`src/hw/rtl/rvdec_pkg.sv`:
```
// Package for the RV32I instruction decoder: opcodes, field codes and the
// decoded record type. No dependencies.
package rvdec_pkg;

   localparam logic [6:0] OPC_OP     = 7'h33;
   localparam logic [6:0] OPC_OP_IMM = 7'h13;
   localparam logic [6:0] OPC_LOAD   = 7'h03;
   localparam logic [6:0] OPC_JALR   = 7'h67;
   localparam logic [6:0] OPC_STORE  = 7'h23;
   localparam logic [6:0] OPC_BRANCH = 7'h63;
   localparam logic [6:0] OPC_LUI    = 7'h37;
   localparam logic [6:0] OPC_AUIPC  = 7'h17;
   localparam logic [6:0] OPC_JAL    = 7'h6f;

   localparam logic [6:0]  FUNCT7_ZERO = 7'h00;
   localparam logic [6:0]  FUNCT7_ALT  = 7'h20;
   localparam logic [11:0] END_MARK_IMM = 12'd255;
   localparam logic [31:0] UPPER_MASK   = 32'hffff_f000;

   localparam int REQ_DATA_W = 64;
   localparam int RSP_DATA_W = 96;
   localparam int RSP_USER_W = 4;

   typedef enum logic [2:0] {
      CLS_CALC   = 3'd0,
      CLS_LOAD   = 3'd1,
      CLS_STORE  = 3'd2,
      CLS_BRANCH = 3'd3,
      CLS_END    = 3'd4
   } ins_class_type;

   typedef enum logic [3:0] {
      ALU_ADD  = 4'd0,
      ALU_SUB  = 4'd1,
      ALU_SLL  = 4'd2,
      ALU_SLT  = 4'd3,
      ALU_SLTU = 4'd4,
      ALU_XOR  = 4'd5,
      ALU_SRL  = 4'd6,
      ALU_SRA  = 4'd7,
      ALU_OR   = 4'd8,
      ALU_AND  = 4'd9,
      ALU_PASS = 4'd10
   } alu_op_type;

   typedef enum logic [2:0] {
      BR_BEQ  = 3'd0,
      BR_BNE  = 3'd1,
      BR_BLT  = 3'd2,
      BR_BGE  = 3'd3,
      BR_BLTU = 3'd4,
      BR_BGEU = 3'd5,
      BR_JAL  = 3'd6,
      BR_JALR = 3'd7
   } branch_kind_type;

   typedef enum logic [2:0] {
      ACC_BYTE   = 3'd0,
      ACC_HALF   = 3'd1,
      ACC_WORD   = 3'd2,
      ACC_BYTE_U = 3'd3,
      ACC_HALF_U = 3'd4
   } access_mode_type;

   typedef enum logic [1:0] {
      SEL_REG_REG = 2'd0,
      SEL_REG_IMM = 2'd1,
      SEL_PC_IMM  = 2'd2
   } operand_select_type;

   typedef struct packed {
      logic               illegal;
      ins_class_type      ins_class;
      alu_op_type         alu_op;
      branch_kind_type    branch_kind;
      access_mode_type    access_mode;
      operand_select_type operand_select;
      logic               writes_rd;
      logic [4:0]         src1_reg;
      logic [4:0]         src2_reg;
      logic [4:0]         dest_reg;
      logic signed [31:0] immediate;
      logic [31:0]        jump_target;
   } decode_type;

   function automatic alu_op_type alu_by_funct3(input logic [2:0] f3);
      alu_op_type op;
      case (f3)
         3'd0: op = ALU_ADD;
         3'd1: op = ALU_SLL;
         3'd2: op = ALU_SLT;
         3'd3: op = ALU_SLTU;
         3'd4: op = ALU_XOR;
         3'd5: op = ALU_SRL;
         3'd6: op = ALU_OR;
         default: op = ALU_AND;
      endcase
      return op;
   endfunction

endpackage

```
`src/hw/rtl/rvdec_decode.sv`:
```
// Combinational RV32I decode of one instruction word and its pc into the
// decoded record. Depends on rvdec_pkg.
module rvdec_decode import rvdec_pkg::*; (
   input  logic [31:0] instruction,
   input  logic [31:0] fetch_pc,
   output decode_type  result
);

   logic [6:0]  opc;
   logic [2:0]  f3;
   logic [6:0]  f7;
   logic [31:0] imm_i;
   logic [31:0] imm_s;
   logic [31:0] imm_b;
   logic [31:0] imm_j;
   logic [31:0] imm_shamt;
   decode_type  dec;

   assign opc = instruction[6:0];
   assign f3  = instruction[14:12];
   assign f7  = instruction[31:25];

   assign imm_i = {{20{instruction[31]}}, instruction[31:20]};
   assign imm_s = {{20{instruction[31]}}, instruction[31:25], instruction[11:7]};
   assign imm_b = {{19{instruction[31]}}, instruction[31], instruction[7],
                   instruction[30:25], instruction[11:8], 1'b0};
   assign imm_j = {{11{instruction[31]}}, instruction[31], instruction[19:12],
                   instruction[20], instruction[30:21], 1'b0};
   assign imm_shamt = {27'd0, instruction[24:20]};

   always_comb begin
      dec                = '0;
      dec.ins_class      = CLS_CALC;
      dec.alu_op         = ALU_ADD;
      dec.branch_kind    = BR_BEQ;
      dec.access_mode    = ACC_BYTE;
      dec.operand_select = SEL_REG_REG;
      case (opc)
         OPC_OP: begin
            dec.writes_rd = 1'b1;
            if (f7 == FUNCT7_ZERO) begin
               dec.alu_op = alu_by_funct3(f3);
            end else if (f7 == FUNCT7_ALT && f3 == 3'd0) begin
               dec.alu_op = ALU_SUB;
            end else if (f7 == FUNCT7_ALT && f3 == 3'd5) begin
               dec.alu_op = ALU_SRA;
            end else begin
               dec.illegal = 1'b1;
            end
         end
         OPC_OP_IMM: begin
            dec.operand_select = SEL_REG_IMM;
            dec.writes_rd      = 1'b1;
            dec.alu_op         = alu_by_funct3(f3);
            dec.immediate      = imm_i;
            if (f3 == 3'd1) begin
               dec.immediate = imm_shamt;
               if (f7 != FUNCT7_ZERO) dec.illegal = 1'b1;
            end else if (f3 == 3'd5) begin
               dec.immediate = imm_shamt;
               if (f7 == FUNCT7_ALT) dec.alu_op = ALU_SRA;
               else if (f7 != FUNCT7_ZERO) dec.illegal = 1'b1;
            end else if (f3 == 3'd0 && instruction[31:20] == END_MARK_IMM) begin
               dec.ins_class = CLS_END;
            end
         end
         OPC_LOAD: begin
            dec.ins_class      = CLS_LOAD;
            dec.operand_select = SEL_REG_IMM;
            dec.writes_rd      = 1'b1;
            dec.immediate      = imm_i;
            case (f3)
               3'd0: dec.access_mode = ACC_BYTE;
               3'd1: dec.access_mode = ACC_HALF;
               3'd2: dec.access_mode = ACC_WORD;
               3'd4: dec.access_mode = ACC_BYTE_U;
               3'd5: dec.access_mode = ACC_HALF_U;
               default: dec.illegal = 1'b1;
            endcase
         end
         OPC_JALR: begin
            dec.ins_class      = CLS_BRANCH;
            dec.branch_kind    = BR_JALR;
            dec.operand_select = SEL_REG_IMM;
            dec.writes_rd      = 1'b1;
            dec.immediate      = imm_i;
            if (f3 != 3'd0) dec.illegal = 1'b1;
         end
         OPC_STORE: begin
            dec.ins_class      = CLS_STORE;
            dec.operand_select = SEL_REG_IMM;
            dec.immediate      = imm_s;
            case (f3)
               3'd0: dec.access_mode = ACC_BYTE;
               3'd1: dec.access_mode = ACC_HALF;
               3'd2: dec.access_mode = ACC_WORD;
               default: dec.illegal = 1'b1;
            endcase
         end
         OPC_BRANCH: begin
            dec.ins_class = CLS_BRANCH;
            dec.immediate = imm_b;
            case (f3)
               3'd0: dec.branch_kind = BR_BEQ;
               3'd1: dec.branch_kind = BR_BNE;
               3'd4: dec.branch_kind = BR_BLT;
               3'd5: dec.branch_kind = BR_BGE;
               3'd6: dec.branch_kind = BR_BLTU;
               3'd7: dec.branch_kind = BR_BGEU;
               default: dec.illegal = 1'b1;
            endcase
         end
         OPC_LUI: begin
            dec.alu_op         = ALU_PASS;
            dec.operand_select = SEL_REG_IMM;
            dec.writes_rd      = 1'b1;
            dec.immediate      = instruction & UPPER_MASK;
         end
         OPC_AUIPC: begin
            dec.operand_select = SEL_PC_IMM;
            dec.writes_rd      = 1'b1;
            dec.immediate      = instruction & UPPER_MASK;
         end
         OPC_JAL: begin
            dec.ins_class      = CLS_BRANCH;
            dec.branch_kind    = BR_JAL;
            dec.operand_select = SEL_PC_IMM;
            dec.writes_rd      = 1'b1;
            dec.immediate      = imm_j;
            dec.jump_target    = fetch_pc + imm_j;
         end
         default: begin
            dec.illegal = 1'b1;
         end
      endcase

      // drop every decoded field but the register indices of an unrecognized encoding
      if (dec.illegal) begin
         dec                = '0;
         dec.illegal        = 1'b1;
         dec.ins_class      = CLS_CALC;
         dec.alu_op         = ALU_ADD;
         dec.branch_kind    = BR_BEQ;
         dec.access_mode    = ACC_BYTE;
         dec.operand_select = SEL_REG_REG;
      end

      dec.src1_reg = instruction[19:15];
      dec.src2_reg = instruction[24:20];
      dec.dest_reg = instruction[11:7];
      result       = dec;
   end

endmodule

```
`src/hw/rtl/rv32i_instruction_decoder_core.sv`:
```
// RV32I instruction decoder core: input register, decode logic, result
// register. Depends on rvdec_pkg and rvdec_decode.
//
// Usage:
//   req channel carries one instruction transaction: tdata holds the
//   instruction word and its fetch pc. rsp channel carries one decoded
//   record per request: tuser flags illegal encodings and gives the
//   instruction class, tdata carries the control fields, register indices,
//   immediate and JAL target.
//   A request is held in the input register, then decoded into the result
//   register, which drives rsp. Throughput is one transaction per cycle while
//   the receiver takes each result; the path is one decode plus a 32-bit add
//   for the JAL target.
//   When the receiver stalls, the result register holds its record and the
//   input register still takes one more request, so req_tready only drops
//   once both registers are full. It rises again in the cycle the result
//   is taken.
//   Reset (synchronous, active high) empties both registers; payload
//   contents are left as they were.
module rv32i_instruction_decoder_core import rvdec_pkg::*; (
   input  logic                  clock,
   input  logic                  reset,
   input  logic                  req_tvalid,
   output logic                  req_tready,
   // [31:0] instruction, [63:32] fetch_pc
   input  logic [REQ_DATA_W-1:0] req_tdata,
   output logic                  rsp_tvalid,
   input  logic                  rsp_tready,
   // [3:0] alu_op, [6:4] branch_kind, [9:7] access_mode, [11:10] operand_select,
   // [12] writes_rd, [17:13] src1_reg, [22:18] src2_reg, [27:23] dest_reg,
   // [59:28] immediate, [91:60] jump_target, [95:92] zero
   output logic [RSP_DATA_W-1:0] rsp_tdata,
   // [0] illegal, [3:1] ins_class
   output logic [RSP_USER_W-1:0] rsp_tuser
);

   logic        in_valid_ff;
   logic        in_valid_in;
   logic [31:0] ins_ff;
   logic [31:0] pc_ff;
   logic        out_valid_ff;
   logic        out_valid_in;
   decode_type  out_ff;
   decode_type  dec;
   logic        advance;
   logic        req_take;

   rvdec_decode u_decode (
      .instruction (ins_ff),
      .fetch_pc    (pc_ff),
      .result      (dec)
   );

   assign advance    = in_valid_ff && (!out_valid_ff || rsp_tready);
   assign req_tready = !in_valid_ff || advance;
   assign req_take   = req_tvalid && req_tready;

   always_comb begin
      in_valid_in  = req_take || (in_valid_ff && !advance);
      out_valid_in = advance || (out_valid_ff && !rsp_tready);
   end

   always_ff @(posedge clock) begin
      if (reset) begin
         in_valid_ff  <= 1'b0;
         out_valid_ff <= 1'b0;
      end else begin
         in_valid_ff  <= in_valid_in;
         out_valid_ff <= out_valid_in;
      end
   end

   always_ff @(posedge clock) begin
      if (req_take) begin
         ins_ff <= req_tdata[31:0];
         pc_ff  <= req_tdata[63:32];
      end
      if (advance) begin
         out_ff <= dec;
      end
   end

   assign rsp_tvalid = out_valid_ff;
   assign rsp_tuser  = {out_ff.ins_class, out_ff.illegal};
   assign rsp_tdata  = {4'd0, out_ff.jump_target, out_ff.immediate, out_ff.dest_reg,
                        out_ff.src2_reg, out_ff.src1_reg, out_ff.writes_rd,
                        out_ff.operand_select, out_ff.access_mode,
                        out_ff.branch_kind, out_ff.alu_op};

endmodule
```
`config.mk`:
```
export PLATFORM = sky130hd
export DESIGN_NAME = rv32i_instruction_decoder_core
export DESIGN_NICKNAME = d
export VERILOG_FILES = /design/src/hw/rtl/rvdec_pkg.sv /design/src/hw/rtl/rvdec_decode.sv /design/src/hw/rtl/rv32i_instruction_decoder_core.sv
export SDC_FILE = /design/constraint.sdc
export NUM_CORES = 1
export LEC_CHECK = 0
export BUFFER_PORTS_ARGS = -buffer_cell sky130_fd_sc_hd__clkbuf_2
export CORE_MARGIN = 5
export CORE_UTILIZATION = 32
export CTS_CLUSTER_DIAMETER = 120
export DETAILED_ROUTE_END_ITERATION = 8
export GPL_ROUTABILITY_DRIVEN = 0
export PLACE_DENSITY = 0.57
export SYNTH_ARGS = -nofsm -noshare
export SYNTH_HDL_FRONTEND = slang
export SYNTH_SLANG_ARGS = --single-unit
```
`constraint.sdc`:
```
create_clock -name clock -period 7.4 [get_ports clock]
set_input_delay 1.11 -clock clock [delete_from_list [all_inputs] [get_ports clock]]
set_output_delay 1.11 -clock clock [all_outputs]
set_load 0.02 [all_outputs]
```
==> results of run 1 <==
## layer usage
layer / vias to the layer above / track usage
met5: - / 0
met4: 2 / 0.05444
met3: 37 / 0.03872
met2: 205 / 0.2342
met1: 2634 / 0.2041
li1: 2681 / -
## registers in the layout, indices dropped and copies added, names as in the netlist
signal	count
rsp_tdata	92
rsp_tuser	4
pc_ff	32
ins_ff	32
rsp_tvalid	1
in_valid_ff	1
## stage by stage
step                      instance area [µm²]  hold slack [ps]    util
after floorplan                          7712            426.8       -
after global placement                   8822            440.3  0.3736
after detailed placement                 8822            445.7  0.3736
after CTS                                9380            461.4  0.3973
after global routing                     9380            481.8  0.3973
final                                    9380            460.0  0.3973
## how the worst max path moves through the flow
| stage | to | slack, ps | depth (start not counted) |
|---|---|---|---|
| 3_5_place_dp | rsp_tdata[81]$_SDFFCE_PP0P_ | 4190 | 4 |
| 3_3_place_gp | rsp_tdata[76]$_SDFFCE_PP0P_ | 4190 | 4 |
| 4_1_cts | rsp_tdata[44]$_SDFFCE_PP0P_ | 4180 | 7 |
| 5_1_grt | rsp_tdata[44]$_SDFFCE_PP0P_ | 3810 | 7 |
| 6_report | rsp_tdata[44]$_SDFFCE_PP0P_ | 4100 | 7 |
| 2_1_floorplan | rsp_tdata[0]$_SDFFCE_PP0P_ | 1390 | 2 |
## power by group through the flow
stage | sequential (mW) | clock, mW | combinational, mW
2_1_floorplan | 1.14 | 0 | 0.159
3_3_place_gp | 1.12 | 0 | 0.273
3_5_place_dp | 1.12 | 0 | 0.273
4_1_cts | 1.10 | 0.873 | 0.274
5_1_grt | 1.10 | 0.911 | 0.301
6_report | 1.10 | 0.853 | 0.273
## cells in the final DEF, fill, tap and decap left out, types with 6 or more instances in the layout
master,instances
a21o_1,13
a21oi_1,70
a22oi_1,6
and2_1,9
and3_1,8
clkbuf_16,17
clkbuf_2,165
edfxtp_1,160
ha_1,30
inv_1,10
nand2_1,61
nand3_1,10
nand4_1,9
nor2_1,59
nor2b_1,7
nor3_1,12
nor3b_1,7
o21a_1,7
o21ai_0,25
o21bai_1,9
xnor2_1,10
xor2_1,13
## final cells by class
| class | instances | area, µm² |
|---|---|---|
| Timing Repair Buffer | 168 | 848.3 |
| Multi-Input combinational cell | 431 | 2693 |
| Tap cell | 319 | 399.1 |
| Fill cell | 2300 | 14230 |
| Inverter | 10 | 37.54 |
| Clock buffer | 17 | 425.4 |
| Clock inverter | 14 | 132.6 |
| Sequential cell | 162 | 4845 |
## logic make-up (layout without fill, tap and decap cells)
logic type,count (synthesis),in the layout,synth area share
AND/OR/NAND/NOR,200,200,0.1253
AO/OA/AOI/OAI,170,170,0.1399
flip-flops,162,162,0.6291
XOR/XNOR,23,23,0.02616
multiplexers,3,3,0.003899
adder cells (fa/ha/maj),31,31,0.05134
other,1,4,0.0004869
buffers and inverters,41,209,0.02388
==> flow_metrics.py, run 1 <==
metrics = {
    "grt": {
        "first_global_vias": 5369,
        "gr-usage-all-layers": 0.1506,
        "global_route.overflow_total": 0,
        "grt_pass1_wl_um": 30680,
        "antenna_found_initial": 1,
        "grt_start_max_net_pins": 72,
    },
    "logic_synthesis": {
        "ys_ff_latch": 162,
        "postSynth.topFlopCell": "edfxtp_1",
        "netlist.area_leader.share": 0.6239,
        "yosysWarnings": 0,
        "synth-edff-count": 160,
        "synthesis.area_um2": 7701,
        "avgSynthCellArea_um2": 12.20,
        "synth_common_cells": "edfxtp_1, a21oi_1, nand2_1, nor2_1, ha_1",
        "ys_seq_area_frac": 0.6291,
        "syn-instance-count": 631,
        "synth_cell_type_count": 57,
        "netlist_top_cells_area": "edfxtp_1, ha_1, a21oi_1, nand2_1, nor2_1",
        "synth.most_common_cell": "edfxtp_1",
        "synth_async_sr_flop_share": 0,
        "library_cell_occupying_the_most_area_in_the_post_synthesis_netlist": "edfxtp_1",
    },
    "status": {
        "status": "completed",
    },
    "cts": {
        "cts-htree-levels": 4,
        "clk_pin_slew_ps": 70,
        "cts_resized": 0,
        "insertion_delay_ps": 430,
        "cts_tree": "done",
        "cts_hold_buf": 0,
        "ctsRootBufferMaster": "clkbuf_16",
        "cts.sink_count": 162,
        "clock_path_buffers": 2,
        "postCtsSetupBuffers": 0,
        "cts_made_buffers": 17,
    },
    "power": {
        "comb_power_share": 0.123,
        "leakage_power_summed_over_all_cells_nw": 3.492,
        "power_frac_clock": 0.383,
        "p_per_area_nw_per_um2": 237.1,
        "internal_power_mw": 1.628,
        "power_switching_share": 0.2682,
        "p_total_mw": 2.224,
        "switchingPower_mw": 0.5965,
        "ir_drop_mv": 0.1161,
        "seq_power_share": 0.494,
    },
    "sta": {
        "clock.fmax_mhz": 303.4,
        "timing.final.crit_period_ps": 3296,
        "setup_total_negative_slack_ps": 0,
        "final_hold_viol_count": 0,
        "clock_skew_ps": 10.34,
        "report.final.slew_viol_count": 0,
        "worst-slew-pin-transition_ps": 921.4,
        "min_period_over_period": 0.4455,
        "slew_headroom": 0.3857,
        "finalWorstSetupSlack_ps": 4104,
        "rsz0062_at_grt": "false",
        "final_setup_vio_count": 0,
    },
    "critical_path": {
        "timing.critical_path.slowest_cell_delay_ps": 710,
        "r2r_cells": 7,
        "timing.setup.critical_path_class": "flip-flop to flip-flop",
        "source_of_the_critical_timing_path": "ins_ff[5]$_DFFE_PP_",
        "crit_path_top_delay_cell": "edfxtp_1",
        "path_buf_inv": 0,
        "cp-end-kind": "flip-flop",
        "worstReg2RegStart": "ins_ff[5]$_DFFE_PP_",
        "start_kind": "flip-flop",
        "worst_path_dominant_cell_family": "compound AO/OA/AOI/OAI gates",
        "timing.reg2reg.setup_slack_ps": 4100,
        "cp_data_required_time_ps": 7540,
        "cp.arrival_ps": 3430,
        "critical_path.reg2reg.endpoint": "rsp_tdata[44]$_SDFFCE_PP0P_",
        "path_cells": "nor2b_1, nand3_1, a211oi_1, a2111o_1, a21o_1, a31o_4, a21oi_1",
        "worstPathMaxFanout": 21,
    },
    "floorplan": {
        "fp.coreArea_um2": 23610,
        "die_height_um": 165.1,
        "rows": 56,
        "die_width_um": 165.1,
        "initial_core_util": 0.3261,
        "ios": 170,
        "design.die.area_um2": 27270,
    },
    "worst_hold_path": {
        "holdPathStages": 0,
        "whs_endpoint": "rsp_tdata[26]$_DFFE_PP_",
        "holdCritPathClass": "flip-flop to flip-flop",
        "min_from": "ins_ff[10]$_DFFE_PP_",
    },
    "routing": {
        "detailroute.wirelength.met2_um": 9830,
        "drt_wl_total_um": 20790,
        "initialDrtViolationCount": 495,
        "route.detailed.drc": 0,
        "wl_met3_um": 1256,
        "detail_route.wl_per_cell_um": 18.55,
        "routed-via-count": 5559,
        "routedLengthMet1_um": 9135,
        "routed.top_layer": "met5",
        "drt-vias-per-instance": 4.959,
        "drt_pass_1_iters": 5,
        "antenna_violating_nets_remaining": 0,
    },
    "place": {
        "dp_slack_ps": 4191,
        "place.detailed.hpwl_um": 15040,
        "number_of_cells_in_the_design_after_placement": 1090,
        "port_buffers": 165,
    },
    "layout": {
        "n_antenna_cell": 0,
        "instances_no_fill": 1121,
        "area_growth_pct": 21.80,
        "nNetsFinal": 889,
        "drive_above_1_share": 0.2594,
    },
    "job": {
        "drv_cap": 0,
    },
}
Power figures use the tool's default switching activity.
==> run 2, diff against run 1 <==
Settings changed: ABC_AREA set to 1, PLACE_DENSITY 0.57 to 0.58.
Clock period 7.4 ns to 2.9 ns, I/O delays scaled along.
==> flow_metrics.py, run 2 <==
metrics = {
    "sta": {
        "clock_skew_ps": 11.88,
        "final_hold_viol_count": 0,
        "worst-slew-pin-transition_ps": 700.6,
        "min_period_over_period": 0.8703,
        "clock.fmax_mhz": 396.2,
        "finalWorstSetupSlack_ps": 376.2,
        "report.final.slew_viol_count": 0,
        "timing.final.crit_period_ps": 2524,
        "setup_total_negative_slack_ps": 0,
        "slew_headroom": 0.5319,
        "rsz0062_at_grt": "false",
        "final_setup_vio_count": 0,
    },
    "routing": {
        "initialDrtViolationCount": 457,
        "drt-vias-per-instance": 4.675,
        "routed-via-count": 6901,
        "drt_pass_1_iters": 4,
        "detail_route.wl_per_cell_um": 16.01,
        "drt_wl_total_um": 23630,
        "route.detailed.drc": 0,
        "antenna_violating_nets_remaining": 0,
    },
    "cts": {
        "clock_path_buffers": 2,
        "cts-htree-levels": 4,
        "clk_pin_slew_ps": 80,
        "cts.sink_count": 162,
        "cts_tree": "done",
        "ctsRootBufferMaster": "clkbuf_16",
        "postCtsSetupBuffers": 0,
        "cts_hold_buf": 0,
        "cts_resized": 0,
        "cts_made_buffers": 17,
        "insertion_delay_ps": 430,
    },
    "logic_synthesis": {
        "synth_async_sr_flop_share": 0,
        "synth.most_common_cell": "nand2_1",
        "syn-instance-count": 946,
        "synth_common_cells": "nand2_1, edfxtp_1, inv_1, nor2_1, nand3_1",
        "ys_seq_area_frac": 0.5689,
        "synth-edff-count": 160,
        "netlist.area_leader.share": 0.5642,
        "synth_cell_type_count": 40,
        "ys_ff_latch": 162,
        "netlist_top_cells_area": "edfxtp_1, nand2_1, inv_1, nor2_1, ha_1",
        "synthesis.area_um2": 8516,
        "postSynth.topFlopCell": "edfxtp_1",
        "avgSynthCellArea_um2": 9.002,
        "library_cell_occupying_the_most_area_in_the_post_synthesis_netlist": "edfxtp_1",
        "yosysWarnings": 0,
    },
    "critical_path": {
        "worstReg2RegStart": "ins_ff[21]$_DFFE_PP_",
        "worstPathMaxFanout": 5,
        "crit_path_top_delay_cell": "edfxtp_1",
        "cp-end-kind": "flip-flop",
        "timing.critical_path.slowest_cell_delay_ps": 520,
        "worst_path_dominant_cell_family": "simple AND/OR/NAND/NOR gates",
        "start_kind": "flip-flop",
        "cp.arrival_ps": 2700,
        "cp_data_required_time_ps": 3070,
        "crit_top_cell": "nand3_1",
        "timing.reg2reg.setup_slack_ps": 380,
        "path_cells": "ha_1, fa_1, nand3_1, nand3_1, nand2_1, nand3_1, nand3_1, nand2_1, nand2_1, a21oi_1",
        "critical_path.reg2reg.endpoint": "rsp_tdata[77]$_SDFFCE_PP0P_",
        "timing.setup.critical_path_class": "flip-flop to flip-flop",
        "r2r_cells": 10,
        "path_buf_inv": 0,
    },
    "floorplan": {
        "die_width_um": 173.1,
        "die_height_um": 173.1,
        "rows": 59,
        "fp.coreArea_um2": 26130,
        "ios": 170,
        "initial_core_util": 0.3259,
        "design.die.area_um2": 29970,
    },
    "place": {
        "place.detailed.hpwl_um": 18070,
        "dp_slack_ps": 401.7,
        "port_buffers": 165,
    },
    "power": {
        "comb_power_share": 0.129,
        "p_per_area_nw_per_um2": 560.8,
        "internal_power_mw": 4.166,
        "p_total_mw": 5.846,
        "power_switching_share": 0.2873,
        "power_frac_clock": 0.403,
        "seq_power_share": 0.468,
        "ir_drop_mv": 0.3434,
        "leakage_power_summed_over_all_cells_nw": 4.875,
        "switchingPower_mw": 1.680,
    },
    "grt": {
        "antenna_found_initial": 0,
        "first_global_vias": 6677,
        "gr-usage-all-layers": 0.1566,
        "grt_pass1_wl_um": 36970,
        "global_route.overflow_total": 0,
        "grt_start_max_net_pins": 65,
    },
    "layout": {
        "area_occupied_by_multi_input_gates_um2": 3015,
        "layout_commonest_cell": "nand2_1",
        "seq_area_um2": 4845,
        "n_antenna_cell": 0,
        "finish.utilization": 0.3989,
        "fillerInstances": 2645,
        "largest_register_ff_count": 92,
        "nNetsFinal": 1227,
        "drive_above_1_share": 0.2068,
        "area_growth_pct": 22.42,
        "most-common-layout-cells": "nand2_1, clkbuf_2, edfxtp_1",
    },
    "job": {
        "drv_cap": 0,
    },
    "worst_hold_path": {
        "holdCritPathClass": "primary input to flip-flop",
        "whs_endpoint": "in_valid_ff$_SDFF_PP0_",
        "min_from": "reset",
        "holdPathStages": 2,
    },
    "status": {
        "status": "completed",
    },
}
-- run 2: changes by cell type after synthesis, sizes merged, moves of 9 or more --
cell / delta
clkbuf: -17
a21o: -11
xor2: -9
a21oi: -25
nor2: +81
nand3: +44
nand2: +203
inv: +140
-- run 2: worst register-to-register path, cell delays in order (launching register included) --
cell	delay, ps
edfxtp_1	520
ha_1	330
fa_1	460
nand3_1	110
nand3_1	210
nand2_1	120
nand3_1	170
nand3_1	160
nand2_1	60
nand2_1	50
a21oi_1	70
-- run 2: how the worst max path moves through the flow --
stage | depth (start not counted) | endpoint | from
after floorplan | 2 | rsp_tdata[0]$_SDFFCE_PP0P_ | rsp_tready
after global placement | 10 | rsp_tdata[77]$_SDFFCE_PP0P_ | ins_ff[21]$_DFFE_PP_
after detailed placement | 10 | rsp_tdata[77]$_SDFFCE_PP0P_ | ins_ff[21]$_DFFE_PP_
after CTS | 10 | rsp_tdata[77]$_SDFFCE_PP0P_ | ins_ff[21]$_DFFE_PP_
after global routing | 10 | rsp_tdata[89]$_SDFFCE_PP0P_ | ins_ff[21]$_DFFE_PP_
final | 10 | rsp_tdata[77]$_SDFFCE_PP0P_ | ins_ff[21]$_DFFE_PP_
-- run 2: area by class of cell --
class / instances / area share
sequential: 162 / 0.4647
multi-input combinational: 620 / 0.2892
timing repair buffer: 177 / 0.09265
inverter: 150 / 0.05401
clock buffer: 17 / 0.04081
tap: 335 / 0.04021
clock inverter: 15 / 0.01836
-- run 2: per-layer routing --
metal,routed length (µm),up-vias,GRT usage
met5,0,-,0
li1,-,3456,-
met2,11220,217,0.2578
met1,10420,3207,0.2044
met3,1661,21,0.04301
met4,336,0,0.04290
-- run 2: power by group through the flow --
stage / registers [mW] / clock network (mW) / logic (mW)
floorplan: 2.81 / 0 / 0.471
global placement: 2.79 / 0 / 0.749
detailed placement: 2.79 / 0 / 0.752
CTS: 2.74 / 2.41 / 0.757
global route: 2.74 / 2.51 / 0.852
finish: 2.74 / 2.36 / 0.755
-- run 2: metrics by stage --
| step | instance area (µm²) | hold slack [ps] | cells |
|---|---|---|---|
| after floorplan | 8538 | 426.8 | 949 |
| final | 10430 | 163.0 | 1476 |
| after CTS | 10430 | 145.4 | 1476 |
| after detailed placement | 9808 | 440.7 | 1444 |
| after global placement | 9808 | 440.2 | 1444 |
| after global routing | 10430 | 141.2 | 1476 |
-- run 2: logic make-up (layout without fill, tap and decap cells) --
| kind of cell | after synthesis | after routing | share of synthesized area |
|---|---|---|---|
| simple gates | 495 | 495 | 0.2433 |
| fa+ha+maj | 31 | 31 | 0.04643 |
| flops | 162 | 162 | 0.5689 |
| compound gates | 84 | 84 | 0.05510 |
| buf+inv | 167 | 359 | 0.07963 |
| xor+xnor | 6 | 6 | 0.006171 |
| other cells | 1 | 4 | 0.0004404 |
